[src/hw/rtl/msd_pkg.sv]
// Shared types, constants and the digit pattern table of the seven-segment driver.
`default_nettype none

package msd_pkg;

    localparam int DIGIT_COUNT = 4;
    localparam int IDX_W       = (DIGIT_COUNT > 1) ? $clog2(DIGIT_COUNT) : 1;
    localparam int LINE_COUNT  = (DIGIT_COUNT < 4) ? DIGIT_COUNT : 4;

    // x / 10 == (x * 0xCCCD) >> 19 for every 16-bit x
    localparam logic [15:0] RECIP_TEN   = 16'hCCCD;
    localparam int          RECIP_SHIFT = 19;

    localparam logic [7:0] BLANK_PATTERN = 8'h00;
    localparam int         DP_BIT        = 7;

    localparam logic [1:0] CFG_SCAN_BY_SEGMENT     = 2'd0;
    localparam logic [1:0] CFG_SEGMENT_ACTIVE_HIGH = 2'd1;
    localparam logic [1:0] CFG_DIGIT_ACTIVE_HIGH   = 2'd2;

    typedef enum logic [1:0] {
        ACT_NUMBER = 2'd0,
        ACT_FIELD  = 2'd1,
        ACT_SCAN   = 2'd2
    } action_t;

    typedef enum logic [2:0] {
        ST_IDLE,
        ST_CONV,
        ST_POINT,
        ST_SCAN,
        ST_RESULT
    } state_t;

    typedef struct packed {
        logic [1:0]  action;
        logic [15:0] value;
        logic [3:0]  comma;
        logic [3:0]  position;
        logic [3:0]  amount;
    } cmd_item_t;

    typedef struct packed {
        logic [7:0] segment_lines;
        logic [3:0] digit_lines;
        logic [2:0] scan_index;
    } res_item_t;

    function automatic logic [7:0] seg_pattern(input logic [3:0] d);
        logic [7:0] p;
        case (d)
            4'd0:    p = 8'h3F;
            4'd1:    p = 8'h06;
            4'd2:    p = 8'h5B;
            4'd3:    p = 8'h4F;
            4'd4:    p = 8'h66;
            4'd5:    p = 8'h6D;
            4'd6:    p = 8'h7D;
            4'd7:    p = 8'h07;
            4'd8:    p = 8'h7F;
            4'd9:    p = 8'h6F;
            default: p = BLANK_PATTERN;
        endcase
        return p;
    endfunction

endpackage

`default_nettype wire

[src/hw/rtl/multiplexed_seven_segment_driver.sv]
// Top level: digit buffer, decimal conversion sequencer and display scan drive.
//
//  channel | direction | handshake          | payload
//  cmd     | in        | cmd_valid/cmd_stall | action, value, comma, position, amount
//  res     | out       | res_valid/res_stall | segment_lines, digit_lines, scan_index
//  cfg     | in        | cfg_valid/cfg_ready | cfg_index, cfg_data (always ready)
//
// A number write converts one decimal digit per cycle through the shared divide-by-ten
// reciprocal multiplier, then runs the point and result steps. A formatted write runs the
// same steps for the digits it writes; a scan tick runs the scan and result steps.
// Reset blanks the buffer and sets every segment and digit drive register high.
// A stalled result holds in the output register; the next item may be accepted meanwhile.
`default_nettype none

module multiplexed_seven_segment_driver (
    input  wire logic               clk,
    input  wire logic               rst_n,
    input  wire logic               cmd_valid,
    output logic                    cmd_stall,
    input  wire msd_pkg::cmd_item_t cmd,
    output logic                    res_valid,
    input  wire logic               res_stall,
    output msd_pkg::res_item_t      res,
    input  wire logic               cfg_valid,
    output logic                    cfg_ready,
    input  wire logic [1:0]         cfg_index,
    input  wire logic               cfg_data
);
    import msd_pkg::*;

    state_t state_reg, state_next;

    logic conv_en, point_en, scan_en, res_load, cmd_acc, conv_done;

    logic [7:0]       buf_reg [DIGIT_COUNT];
    logic [7:0]       buf_next [DIGIT_COUNT];
    logic [1:0]       act_reg, act_next;
    logic [15:0]      val_reg, val_next;
    logic [3:0]       comma_reg, comma_next;
    logic [IDX_W-1:0] widx_reg, widx_next;
    logic [3:0]       remain_reg, remain_next;
    logic             first_reg, first_next;
    logic [2:0]       scan_cnt_reg, scan_cnt_next;
    logic [2:0]       idx_out_reg, idx_out_next;
    logic [7:0]       seg_drive_reg, seg_drive_next;
    logic [3:0]       dig_drive_reg, dig_drive_next;
    logic             by_seg_reg, seg_high_reg, dig_high_reg;
    logic             res_valid_reg, res_valid_next;
    res_item_t        res_reg;

    // shared divide-by-ten unit
    logic [31:0] prod;
    logic [15:0] quot;
    logic [16:0] quot_ten;
    logic [3:0]  rem;
    logic        keep;
    logic        pos_ok;

    // scan helpers
    logic [2:0] scan_c;
    logic [3:0] scan_c_inc;
    logic [7:0] lit;
    logic [3:0] sel;

    assign prod     = val_reg * RECIP_TEN;
    assign quot     = 16'(prod[31:RECIP_SHIFT]);
    assign quot_ten = {1'b0, quot} + {quot[13:0], 3'b000} + {quot[15:0], 1'b0}
                      - {1'b0, quot};
    assign rem      = 4'(val_reg - quot_ten[15:0]);

    assign cmd_acc   = cmd_valid && !cmd_stall;
    assign pos_ok    = (cmd.position >= 4'd1) && (cmd.position <= 4'(DIGIT_COUNT));
    assign conv_done = (widx_reg == IDX_W'(DIGIT_COUNT - 1)) || (remain_reg == 4'd1);
    assign cfg_ready = 1'b1;

    // next state
    always_comb
    begin
        state_next = state_reg;
        case (state_reg)
            ST_IDLE:
            begin
                if (cmd_acc)
                begin
                    case (cmd.action)
                        ACT_NUMBER: state_next = ST_CONV;
                        ACT_FIELD:
                        begin
                            if (pos_ok && (cmd.amount != 4'd0))
                                state_next = ST_CONV;
                            else
                                state_next = ST_POINT;
                        end
                        ACT_SCAN:   state_next = ST_SCAN;
                        default:    state_next = ST_RESULT;
                    endcase
                end
            end
            ST_CONV:   state_next = conv_done ? ST_POINT : ST_CONV;
            ST_POINT:  state_next = ST_RESULT;
            ST_SCAN:   state_next = ST_RESULT;
            ST_RESULT: state_next = res_load ? ST_IDLE : ST_RESULT;
            default:   state_next = ST_IDLE;
        endcase
    end

    // sequencer outputs
    always_comb
    begin
        cmd_stall = (state_reg != ST_IDLE);
        conv_en   = (state_reg == ST_CONV);
        point_en  = (state_reg == ST_POINT);
        scan_en   = (state_reg == ST_SCAN);
        res_load  = (state_reg == ST_RESULT) && (!res_valid_reg || !res_stall);
    end

    // datapath
    always_comb
    begin
        buf_next       = buf_reg;
        act_next       = act_reg;
        val_next       = val_reg;
        comma_next     = comma_reg;
        widx_next      = widx_reg;
        remain_next    = remain_reg;
        first_next     = first_reg;
        scan_cnt_next  = scan_cnt_reg;
        idx_out_next   = idx_out_reg;
        seg_drive_next = seg_drive_reg;
        dig_drive_next = dig_drive_reg;
        keep           = 1'b0;
        lit            = 8'h00;
        sel            = 4'h0;
        scan_c         = ({1'b0, scan_cnt_reg} >= 4'(DIGIT_COUNT)) ? 3'd0 : scan_cnt_reg;
        scan_c_inc     = {1'b0, scan_c} + 4'd1;

        if (cmd_acc)
        begin
            act_next     = cmd.action;
            val_next     = cmd.value;
            comma_next   = cmd.comma;
            first_next   = 1'b1;
            idx_out_next = scan_cnt_reg;
            if (cmd.action == ACT_FIELD)
            begin
                widx_next   = IDX_W'(cmd.position - 4'd1);
                remain_next = cmd.amount;
            end
            else
            begin
                widx_next   = '0;
                remain_next = 4'(DIGIT_COUNT);
            end
        end

        if (conv_en)
        begin
            if (act_reg == ACT_NUMBER)
                keep = first_reg || (val_reg != 16'd0) || (4'(widx_reg) <= comma_reg);
            else
                keep = first_reg || (val_reg != 16'd0) || (4'(widx_reg) < comma_reg);
            buf_next[widx_reg] = keep ? seg_pattern(rem) : BLANK_PATTERN;
            val_next    = quot;
            first_next  = 1'b0;
            widx_next   = IDX_W'(widx_reg + 1'b1);
            remain_next = remain_reg - 4'd1;
        end

        if (point_en && (comma_reg >= 4'd1) && (comma_reg <= 4'(DIGIT_COUNT)))
            buf_next[IDX_W'(comma_reg - 4'd1)][DP_BIT] = 1'b1;

        if (scan_en)
        begin
            if (by_seg_reg)
            begin
                lit = 8'h01 << scan_cnt_reg;
                for (int j = 0; j < LINE_COUNT; j++)
                    sel[j] = buf_reg[j][scan_cnt_reg];
                idx_out_next  = scan_cnt_reg;
                scan_cnt_next = 3'((scan_cnt_reg + 3'd1) & 3'h7);
            end
            else
            begin
                lit = buf_reg[scan_c[IDX_W-1:0]];
                if ({1'b0, scan_c} < 4'(LINE_COUNT))
                    sel = 4'h1 << scan_c;
                idx_out_next  = scan_c;
                scan_cnt_next = (scan_c_inc >= 4'(DIGIT_COUNT)) ? 3'd0 : scan_c_inc[2:0];
            end
            seg_drive_next = seg_high_reg ? lit : ~lit;
            for (int j = 0; j < LINE_COUNT; j++)
                dig_drive_next[j] = dig_high_reg ? sel[j] : !sel[j];
        end
    end

    always_comb
    begin
        if (res_load)
            res_valid_next = 1'b1;
        else
            res_valid_next = res_valid_reg && res_stall;
    end

    always_ff @(posedge clk or negedge rst_n)
    begin
        if (!rst_n)
        begin
            state_reg     <= ST_IDLE;
            for (int k = 0; k < DIGIT_COUNT; k++)
                buf_reg[k] <= BLANK_PATTERN;
            scan_cnt_reg  <= 3'd0;
            seg_drive_reg <= 8'hFF;
            dig_drive_reg <= 4'hF;
            by_seg_reg    <= 1'b0;
            seg_high_reg  <= 1'b0;
            dig_high_reg  <= 1'b0;
            res_valid_reg <= 1'b0;
        end
        else
        begin
            state_reg     <= state_next;
            buf_reg       <= buf_next;
            scan_cnt_reg  <= scan_cnt_next;
            seg_drive_reg <= seg_drive_next;
            dig_drive_reg <= dig_drive_next;
            res_valid_reg <= res_valid_next;
            if (cfg_valid && cfg_ready)
            begin
                case (cfg_index)
                    CFG_SCAN_BY_SEGMENT:     by_seg_reg   <= cfg_data;
                    CFG_SEGMENT_ACTIVE_HIGH: seg_high_reg <= cfg_data;
                    CFG_DIGIT_ACTIVE_HIGH:   dig_high_reg <= cfg_data;
                    default:                 ;
                endcase
            end
        end
    end

    // working registers of the sequencer, no reset needed
    always_ff @(posedge clk)
    begin
        act_reg     <= act_next;
        val_reg     <= val_next;
        comma_reg   <= comma_next;
        widx_reg    <= widx_next;
        remain_reg  <= remain_next;
        first_reg   <= first_next;
        idx_out_reg <= idx_out_next;
        if (res_load)
        begin
            res_reg.segment_lines <= seg_drive_reg;
            res_reg.digit_lines   <= dig_drive_reg;
            res_reg.scan_index    <= idx_out_reg;
        end
    end

    assign res_valid = res_valid_reg;
    assign res       = res_reg;

endmodule

`default_nettype wire

[config.mk]
export PLATFORM = sky130hd
export DESIGN_NAME = multiplexed_seven_segment_driver
export DESIGN_NICKNAME = d
export VERILOG_FILES = /design/src/hw/rtl/msd_pkg.sv /design/src/hw/rtl/multiplexed_seven_segment_driver.sv
export SDC_FILE = /design/constraint.sdc
export NUM_CORES = 1
export LEC_CHECK = 0
export BUFFER_PORTS_ARGS = -buffer_cell sky130_fd_sc_hd__buf_2
export CORE_UTILIZATION = 50
export CTS_BUF_LIST = sky130_fd_sc_hd__clkbuf_8
export DETAILED_ROUTE_END_ITERATION = 8
export PLACE_DENSITY = 0.67
export SYNTH_ARGS = -nofsm -noshare
export SYNTH_HDL_FRONTEND = slang
export SYNTH_SLANG_ARGS = --single-unit
[constraint.sdc]
create_clock -name clk -period 9.1 [get_ports clk]
set_input_delay 1.82 -clock clk [delete_from_list [all_inputs] [get_ports clk]]
set_output_delay 1.82 -clock clk [all_outputs]
set_load 0.01 [all_outputs]
# Yosys cells after proc, flatten, opt, wreduce, memory -nomap -nowiden
# Memories as Yosys holds them, arrays and structs flattened.
# Index checks and enable logic that the tools add are counted.
dict set report classes {
  n_addsub 10
  mul 1
  n_lt_le_gt_ge 15
  n_eq_ne 11
  n_shift 2
  muxes 53
  bitwise_logic 5
  n_reduce_logical 34
}
# cell count
set op_table {}
lappend op_table {{8-bit two-way mux} 9}
lappend op_table {{32-bit two-way mux} 2}
lappend op_table {{32-bit bitwise mux} 1}
lappend op_table {{8-bit demux with 2-bit select} 2}
lappend op_table {{16-bit by 16-bit multiplier with 32-bit output (second input constant)} 1}
lappend op_table {{32-bit bitwise OR} 1}
lappend op_table {{13-bit two-way mux} 2}
lappend op_table {{3-bit two-way mux} 8}
lappend op_table {{4-bit two-way mux} 6}
lappend op_table {{8-bit binary-select mux with 2-bit select} 1}
lappend op_table {{16-bit nonzero test} 1}
lappend op_table {{1-bit binary-select mux with 3-bit select} 4}
lappend op_table {{3-bit >= comparator (second input constant)} 4}
lappend op_table {{3-bit case mux with 4 select lines} 1}
lappend op_table {{1-bit two-way mux} 11}
lappend op_table {{2-bit two-way mux} 5}
lappend op_table {{1-bit logical AND} 9}
lappend op_table {{2-bit inverter with 3-bit output} 3}
lappend op_table {{3-bit case mux with 3 select lines} 1}
lappend op_table {{4-bit adder} 2}
lappend op_table {{4-bit by 1-bit >= comparator with 1-bit output (second input constant)} 2}
lappend op_table {{4-bit by 3-bit <= comparator with 1-bit output (second input constant)} 2}
lappend op_table {{8-bit inverter} 1}
lappend op_table {{1-bit by 3-bit << shifter with 8-bit output (first input constant)} 1}
lappend op_table {{other kinds (29)} 51}
dict set report totals {
  register_bits 101
  mem_bits_ro 112
  n_memories 1
}
# name words width read_ports rd_clocked_by_memory_dff write_ports line
set mem_list {}
lappend mem_list {{(name not given)} 16 7 1 0 0 msd_pkg.sv:51} ;# case (d)

# Longest topological paths before layout
# Gate-level depths: netlist of run 1.
# An unclocked memory read counts as a cell.
dict set report logic_depth {
  word_depth 12
  ltp_mapped 31
}

# Worst setup path after synthesis of run 1
# Ideal clock, no wire load.
dict set report synth_path {
  kind {reg2reg}
  from {register val_reg[8]}
  to {register with a tool-made name}
  t_arrival_ns 8.033
  path_slack_ns 0.929
  stages_incl_launch_ff 30
  path_buffers 0
  period_less_slack_ns 8.171
  cell_sequence {edfxtp_1 > inv_1 > ha_1 > fa_1 > inv_1 > fa_1 > fa_1 > inv_1 > fa_1 > inv_1 > fa_1 > inv_1 > ha_1 > and3_4 > a211oi_4 > o221ai_2 > nor3_4 > inv_4 > ha_1 > ha_1 > inv_1 > fa_1 > ha_1 > a21oi_1 > xnor2_1 > inv_1 > nor4_2 > nor2_2 > a2111oi_4 > a21oi_1}
}
# item line
set synth_lines {}
lappend synth_lines {{start: declaration} multiplexed_seven_segment_driver.sv:38} ;# logic [15:0] val_reg, val_next;
lappend synth_lines {{start signal: assignment} multiplexed_seven_segment_driver.sv:243} ;# val_reg <= val_next;

==> results of run 1 <==
==> cell usage after synthesis, types with 4 or more instances <==
master / number / area (um^2)
a211oi_1: 21 / 158
a21o_1: 6 / 45.0
a21oi_1: 33 / 165
a21oi_2: 4 / 35.0
a31oi_1: 18 / 113
and2_1: 4 / 25.0
and3_1: 7 / 43.8
clkbuf_1: 24 / 90.1
dfrtp_1: 42 / 1050
dfstp_2: 12 / 315
dfxtp_1: 4 / 80.1
edfxtp_1: 43 / 1290
fa_1: 82 / 1640
ha_1: 173 / 2160
inv_1: 207 / 777
mux2_2: 4 / 45.0
mux2i_1: 9 / 90.1
mux4_2: 8 / 180
nand2_1: 85 / 319
nand2b_1: 10 / 62.6
nand3_1: 22 / 110
nand4_1: 5 / 31.3
nor2_1: 31 / 116
nor2b_1: 8 / 50.1
nor3_1: 11 / 55.1
o2111ai_1: 4 / 35.0
o211ai_1: 10 / 75.1
o21ai_0: 51 / 255
o22ai_1: 4 / 25.0
o31ai_1: 6 / 45.0
or2_2: 4 / 25.0
xnor2_1: 27 / 236
xor2_1: 11 / 96.3
==> worst paths after layout <==
check | from | end | slack, ps
worst max-delay path | val_reg[8] | register | 480
worst min register to register | idx_out_reg[1] | res[1] | 430
min in group asynchronous | rst_n | seg_high_reg | 1550
max in group asynchronous | rst_n | scan_cnt_reg[0] | 7100
worst max register to register | val_reg[8] | register | 480
worst min-delay path | idx_out_reg[1] | res[1] | 430
==> through the flow <==
| stage | cells | worst slack [ps] | utilization [%] |
|---|---|---|---|
| after floorplan | 1056 | 929 | - |
| after global placement | 1363 | 406 | 54.4 |
| after detailed placement | 1363 | 264 | 54.4 |
| after CTS | 1379 | 233 | 55.5 |
| after global routing | 1391 | 34.8 | 56.0 |
| final | 1391 | 475 | 56.0 |
==> per-layer routing <==
metal / up-vias / global-route usage [%] / wire length, um
met3: 34 / 4.44 / 1410
met4: 0 / 5.93 / 459
met1: 3680 / 33.9 / 11400
li1: 3701 / - / -
met2: 204 / 38.5 / 11000
met5: - / 0 / 0
==> repair_timing <==
item	in CTS	in global routing
endpoints found under the setup margin	0	16
resized for setup	0	3
setup buffers	0	12
==> cell type report <==
class,count,area [um^2]
fillers,1878,8980
multi-input cells,718,6920
flip-flops and latches,101,2740
inverters,209,787
repair buffers,77,443
well taps,270,338
clock buffers,10,138
clock inverters,6,82.6
==> logic make-up (layout without fill, tap and decap cells) <==
logic type | count (synthesis) | in the layout
and+or+nand+nor | 207 | 207
muxes | 21 | 21
xor gates and xnor gates | 39 | 39
DFF | 101 | 101
buffers and inverters | 237 | 302
adders and majority gates | 255 | 255
AOI/OAI and AO/OA | 194 | 194
other | 1 | 2
==> reports/qor.txt, run 1 <==
clk slew on worst S/H paths -> 110 ps
RD Place Congestion -> 0.894
nets -> 1409
xor/xnor share of the synthesized area -> 3.38%
Hold Worst Slack -> 434 ps
H-tree depth -> 3
RSZ-0062 raised after global routing -> false
Post-Synth Adder-Cell Area -> 36.1%
number of remaining DRC errors -> 0
Setup Skew -> 21.5 ps
status -> complete, no violations
Slowest-stage cell, CP -> fa_1
initial drt markers -> 424
Mapped Area -> 10500 um^2
final wirelength -> 24200 um
period utilization -> 94.8%
Starting Density -> 51.6%
die area -> 21700 um^2
Via density -> 5.48
Worst Path Buf+Inv -> 8
multiplexer share of the synthesized area -> 2.99%
per-cell routed wire length -> 17.4 um
Port-buffer cells -> 54
cell count of the worst reg-to-reg path -> 29
Syn Inst Count -> 1055
WHS Path Cells -> 0
Max Fclk -> 116 MHz
largest family of logic cells by synthesized area -> adder cells
min cycle time layout -> 8620 ps
vias in the first global route -> 7675
Worst Setup End Kind -> register
CTS root buf -> clkbuf_8
# setup viols final -> 0
Die H -> 147 um
post-route cell area -> 11400 um^2
Final Max Tran Viols -> 0
asr flop ratio synth -> 53.5%
CP startpoint kind -> register
arrival time at the worst endpoint -> 8890 ps
total grt overflow -> 0
layout cells sized above 1 -> 13.7%
Yosys reg bits -> 101
Worst path most repeated cell -> inv_1
vias -> 7619
commonest non-fill, non-tap cell in the layout -> inv_1
Clock Path Buffers -> 2
final hold violation count -> 0
CTS Buf Count -> 9
number of routed nets with antenna violations -> 0
HPWL Detailed -> 20100 um
area delta synth->final -> 8.63%
1st-pass router iterations -> 5
Yosys cell types -> 85
family with the most delay on the worst path -> adder cells
syn_area_per_cell -> 9.99 um^2
Slew @ Worst Pin -> 976 ps
Critical Path RT -> 9360 ps
CTS tree -> built
all-layer global routing usage -> 24.1%
post-synthesis sequential area ratio -> 26.0%
global-route wire length before repair -> 40400 um
TNS Setup -> 0 ps
YS warnings -> 0
number of synthesized flops with an enable pin -> 43
critical path class -> register to register
Die Wd -> 147 um
placed cell areas -> 11100 um^2
Row Count -> 52
largest net degree at the start of global routing -> 55
CTS Hold Bufs -> 0
Hold Crit Class -> register to register
ANT cells -> 0
CTS sink cnt -> 101
most frequent cells in the layout -> inv_1, ha_1, nand2_1, fa_1, buf_2
Synth Area in Compound Gates -> 13.1%
Critical Path Max Stage Delay -> 570 ps
total core area -> 20400 um^2
Slew headroom -> 34.7%
Max FO, Critical Path -> 8
num ports -> 56
Stages on worst setup path -> 29
ys flop type -> edfxtp_1
Synth Area in Simple Gates -> 9.86%
initial antenna violation count -> 0
max cap viols -> 0
Clock Latency Late Sink -> 390 ps
Power of run 1 is not shown: default switching activity piles up to over one toggle a cycle in this logic, so the estimate is an artifact.
==> run 2, diff against run 1 <==
- GPL_ROUTABILITY_DRIVEN: unset -> 0
- clock period: 9.1 -> 8.05 ns (I/O delays scaled with it)
==> run 2 against run 1 <==
Compared with the run above:
- routed wire length up 1.2%
- critical path type unchanged
- die area unchanged
- global-route usage down 0.36 points
- cell count up 2.7%
- first-iteration DRC count up 12%
- maximum frequency up 10%
- worst setup slack worse by 260 ps
- highest routed layer unchanged
- hold slack better by 8.7 ps
- register-to-register slack worse by 260 ps
- final area up 4.1%
- critical path depth up 1
- sequential share of layout area down 0.94 points
==> reports/qor.txt, run 2 (same netlist as run 1, synthesis figures left out) <==
H-tree depth -> 3 (unchanged)
die area -> 21700 um^2 (unchanged)
layout cells sized above 1 -> 18.8% (was 13.7%)
total grt overflow -> 0 (unchanged)
Max Fclk -> 128 MHz (was 116 MHz)
vias in the first global route -> 7693 (was 7675)
Critical Path Max Stage Delay -> 560 ps (was 570 ps)
num ports -> 56 (unchanged)
Die H -> 147 um (unchanged)
status -> complete, no violations (unchanged)
Worst Hold End -> res[0] (was res[1])
Row Count -> 52 (unchanged)
max cap viols -> 0 (unchanged)
all-layer global routing usage -> 23.8% (was 24.1%)
largest net degree at the start of global routing -> 55 (unchanged)
number of routed nets with antenna violations -> 0 (unchanged)
family with the most delay on the worst path -> adder cells (unchanged)
nets -> 1446 (was 1409)
Starting Density -> 51.6% (unchanged)
Clock Latency Late Sink -> 390 ps (about the same)
WHS Path Cells -> 0 (unchanged)
Hold Crit Class -> register to register (unchanged)
CTS root buf -> clkbuf_8 (unchanged)
Slowest-stage cell, CP -> fa_1 (unchanged)
Slew @ Worst Pin -> 1010 ps (was 976 ps)
Worst Path Buf+Inv -> 8 (unchanged)
initial drt markers -> 473 (was 424)
min cycle time layout -> 7840 ps (was 8620 ps)
ANT cells -> 0 (unchanged)
final wirelength -> 24500 um (was 24200 um)
final hold violation count -> 0 (unchanged)
period utilization -> 97.4% (was 94.8%)
CTS tree -> built (unchanged)
Worst path most repeated cell -> fa_1 (was inv_1)
R2R setup slack -> 210 ps (was 480 ps)
CTS Buf Count -> 9 (unchanged)
arrival time at the worst endpoint -> 8160 ps (was 8890 ps)
global-route wire length before repair -> 39700 um (was 40400 um)
total core area -> 20400 um^2 (unchanged)
Clock Path Buffers -> 2 (unchanged)
initial antenna violation count -> 0 (unchanged)
Port-buffer cells -> 54 (unchanged)
area delta synth->final -> 13.1% (was 8.63%)
Final Max Tran Viols -> 0 (unchanged)
cell count of the worst reg-to-reg path -> 30 (was 29)
HPWL Detailed -> 20000 um (was 20100 um)
critical path class -> register to register (unchanged)
HP Start -> idx_out_reg[0] (was idx_out_reg[1])
Worst Setup End Kind -> register (unchanged)
per-cell routed wire length -> 17.2 um (was 17.4 um)
1st-pass router iterations -> 5 (unchanged)
vias -> 7709 (was 7619)
Slew headroom -> 32.3% (was 34.7%)
number of fill cells in the layout -> 1779 (was 1878)
Core Util, Final -> 58.3% (was 56.0%)
Setup Skew -> 13.7 ps (was 21.5 ps)
Max FO, Critical Path -> 4 (was 8)
most frequent cells in the layout -> inv_1, ha_1, nand2_1, fa_1, buf_4 (was inv_1, ha_1, nand2_1, fa_1, buf_2)
clk slew on worst S/H paths -> 100 ps (was 110 ps)
number of remaining DRC errors -> 0 (unchanged)
commonest non-fill, non-tap cell in the layout -> inv_1 (unchanged)
worst r2r src -> val_reg[7] (was val_reg[8])
CP startpoint kind -> register (unchanged)
# setup viols final -> 0 (unchanged)
Critical Path RT -> 8370 ps (was 9360 ps)
Die Wd -> 147 um (unchanged)
Via density -> 5.40 (was 5.48)
CTS sink cnt -> 101 (unchanged)
CTS Hold Bufs -> 0 (unchanged)
==> run 2: changes by cell type in the layout (fill, tap and decap cells not counted), sizes merged <==
cell	before	now
inv	209	214
bufinv	1	0
clkinv	4	2
buf	77	114
clkinvlp	1	0
clkbuf	10	9
==> run 2: how the worst max path moves through the flow <==
stage / startpoint / end / slack, ps / depth (start not counted)
2_1_floorplan: val_reg[7] / register / 10 / 28
3_3_place_gp: val_reg[2] / register / 100 / 30
3_5_place_dp: val_reg[2] / register / -30 / 30
4_1_cts: val_reg[2] / register / 20 / 31
5_1_grt: val_reg[7] / register / -120 / 30
6_report: val_reg[7] / register / 210 / 30
==> run 2: repair_timing <==
item | in CTS | in global routing
pin swaps | 0 | 21
buffers inserted | 0 | 18
setup endpoints to repair | 4 | 18
gates resized for setup | 1 | 38
==> run 2: layer usage <==
metal  track usage [%]  routed length (um)  vias up
met1              32.8               11300     3726
li1                  -                   -     3772
met2              38.6               11500      186
met5                 0                   0        -
met4              5.31                 381        0
met3              4.88                1360       25
==> run 2: cell type report <==
| type | count | area, um^2 | share of cell area [%] |
|---|---|---|---|
| multi-input cells | 718 | 7150 | 60.0 |
| flip-flops and latches | 101 | 2740 | 23.0 |
| inverters | 209 | 790 | 6.63 |
| repair buffers | 114 | 728 | 6.11 |
| well taps | 270 | 338 | 2.84 |
| clock buffers | 9 | 124 | 1.04 |
| clock inverters | 7 | 51.3 | 0.431 |
==> run 2: metrics by stage <==
stage / setup TNS (ps) / area, um^2 / hold slack, ps / worst slack (ps) / std cells
4_1_cts: 0 / 11600 / 441 / 19.8 / 1410
3_3_place_gp: 0 / 11400 / 413 / 102 / 1394
6_report: 0 / 11900 / 442 / 212 / 1428
3_5_place_dp: -96.6 / 11400 / 416 / -32.1 / 1394
5_1_grt: -1200 / 11900 / 445 / -123 / 1428
2_1_floorplan: 0 / 10600 / 400 / 9.76 / 1056
Power of run 2 is left out for the same reason.
==> run 3, diff against run 2 <==
- SETUP_SLACK_MARGIN: unset -> 0.4
==> run 3 against run 2 <==
Compared with the run above:
- sequential share of layout area is 1.1 points lower
- die area stayed put
- final area is 5.2% higher
- maximum frequency is 1.5% higher
- worst setup slack better by 110 ps
- global-route usage is 1.2 points higher
- routed wire length is 8.6% higher
- critical path depth stayed put
- hold slack worse by 16 ps
- register-to-register slack better by 110 ps
- utilization is 3.0 points higher
- clock skew is 2.6 ps higher
- largest cell class unchanged
==> reports/qor.txt, run 3 (same netlist as run 1, synthesis figures left out) <==
status -> complete, no violations (unchanged)
Starting Density -> 51.6% (unchanged)
Worst Setup End Kind -> register (unchanged)
Final Max Tran Viols -> 0 (unchanged)
per-cell routed wire length -> 18.3 um (was 17.2 um)
Core Util, Final -> 61.3% (was 58.3%)
final cell count without fillers -> 1455 (was 1428)
commonest non-fill, non-tap cell in the layout -> inv_1 (unchanged)
arrival time at the worst endpoint -> 7980 ps (was 8160 ps)
vias -> 8023 (was 7709)
HPWL Detailed -> 20400 um (was 20000 um)
period utilization -> 96.0% (was 97.4%)
Max Fclk -> 129 MHz (was 128 MHz)
Port-buffer cells -> 54 (unchanged)
final hold violation count -> 0 (unchanged)
total grt overflow -> 0 (unchanged)
TNS Setup -> 0 ps (unchanged)
most frequent cells in the layout -> inv_1, ha_1, nand2_1, fa_1, buf_4 (unchanged)
final wirelength -> 26600 um (was 24500 um)
Slew @ Worst Pin -> 1180 ps (was 1010 ps)
H-tree depth -> 3 (unchanged)
DP Cell Count -> 1375 (was 1394)
Max FO, Critical Path -> 8 (was 4)
CP startpoint kind -> register (unchanged)
Clock Path Buffers -> 2 (unchanged)
Setup Skew -> 16.3 ps (was 13.7 ps)
1st-pass router iterations -> 6 (was 5)
Slowest-stage cell, CP -> fa_1 (unchanged)
WHS Path Cells -> 0 (unchanged)
RSZ-0062 raised after global routing -> true
Hold Crit Class -> register to register (unchanged)
CTS tree -> built (unchanged)
initial drt markers -> 568 (was 473)
# setup viols final -> 0 (unchanged)
CTS sink cnt -> 101 (unchanged)
layout cells sized above 1 -> 25.1% (was 18.8%)
Clock Latency Late Sink -> 400 ps (was 390 ps)
dpl ws -> -105 ps (was -32.1 ps)
ANT cells -> 0 (unchanged)
final setup margin -> 325 ps (was 212 ps)
Worst path most repeated cell -> ha_4 (was fa_1)
max cap viols -> 0 (unchanged)
CTS Hold Bufs -> 0 (unchanged)
num ports -> 56 (unchanged)
area delta synth->final -> 19.0% (was 13.1%)
Critical Path Max Stage Delay -> 530 ps (was 560 ps)
Die H -> 147 um (unchanged)
all-layer global routing usage -> 25.0% (was 23.8%)
Row Count -> 52 (unchanged)
number of routed nets with antenna violations -> 0 (unchanged)
Via density -> 5.51 (was 5.40)
total core area -> 20400 um^2 (unchanged)
Die Wd -> 147 um (unchanged)
vias in the first global route -> 8045 (was 7693)
min cycle time layout -> 7720 ps (was 7840 ps)
clk slew on worst S/H paths -> 100 ps (about the same)
initial antenna violation count -> 1 (was 0)
nets -> 1473 (was 1446)
CTS root buf -> clkbuf_8 (unchanged)
critical path class -> register to register (unchanged)
die area -> 21700 um^2 (unchanged)
number of remaining DRC errors -> 0 (unchanged)
Slew headroom -> 21.3% (was 32.3%)
Critical Path RT -> 8310 ps (was 8370 ps)
CTS Buf Count -> 9 (unchanged)
global-route wire length before repair -> 41700 um (was 39700 um)
cell count of the worst reg-to-reg path -> 30 (unchanged)
largest net degree at the start of global routing -> 55 (unchanged)
-- run 3: routing by layer --
layer  GRT usage, %  vias up  share of wire [%]
met1           35.2     3942                 45
met3           3.82       35                4.9
met2           39.9      229                 47
met4           7.53        2                2.3
met5              0        -              0.049
li1               -     3815                  -
-- run 3: cell type report --
| cell class | instances | area, um^2 |
|---|---|---|
| fillers | 1707 | 7900 |
| clock buffers | 9 | 124 |
| inverters | 209 | 787 |
| multi-input cells | 718 | 7510 |
| flip-flops and latches | 101 | 2740 |
| clock inverters | 7 | 68.8 |
| repair buffers | 141 | 967 |
| well taps | 270 | 338 |
-- run 3: worst paths after layout --
kind	slack, ps	end	from
worst max register to register	330	register	val_reg[2]
worst max-delay path	330	register	val_reg[2]
min in group asynchronous	1330	seg_high_reg	rst_n
worst min-delay path	430	res[0]	idx_out_reg[0]
max in group asynchronous	6250	state_reg[1]	rst_n
worst min register to register	430	res[0]	idx_out_reg[0]
-- run 3: metrics by stage --
stage,hold WS [ps],instance area [um^2]
detailed placement,405,11400
global route,435,12500
floorplan,400,10700
CTS,426,12000
finish,426,12500
global placement,406,11400
-- run 3: timing repair --
item / 4_1_cts / 5_1_grt
setup buffers: 32 / 32
resized for setup: 20 / 58
endpoints found under the setup margin: 28 / 28
pin swaps: 11 / 35
-- run 3: worst max-delay path: cells and delay by family (launching register included) --
family / cells / cell delay [ps]
adders and majority gates: 11 / 3810
AOI/OAI and AO/OA: 8 / 1850
and+or+nand+nor: 3 / 600
DFF: 1 / 520
buffers and inverters: 6 / 480
xor gates and xnor gates: 2 / 350
Power of run 3 is left out for the same reason.
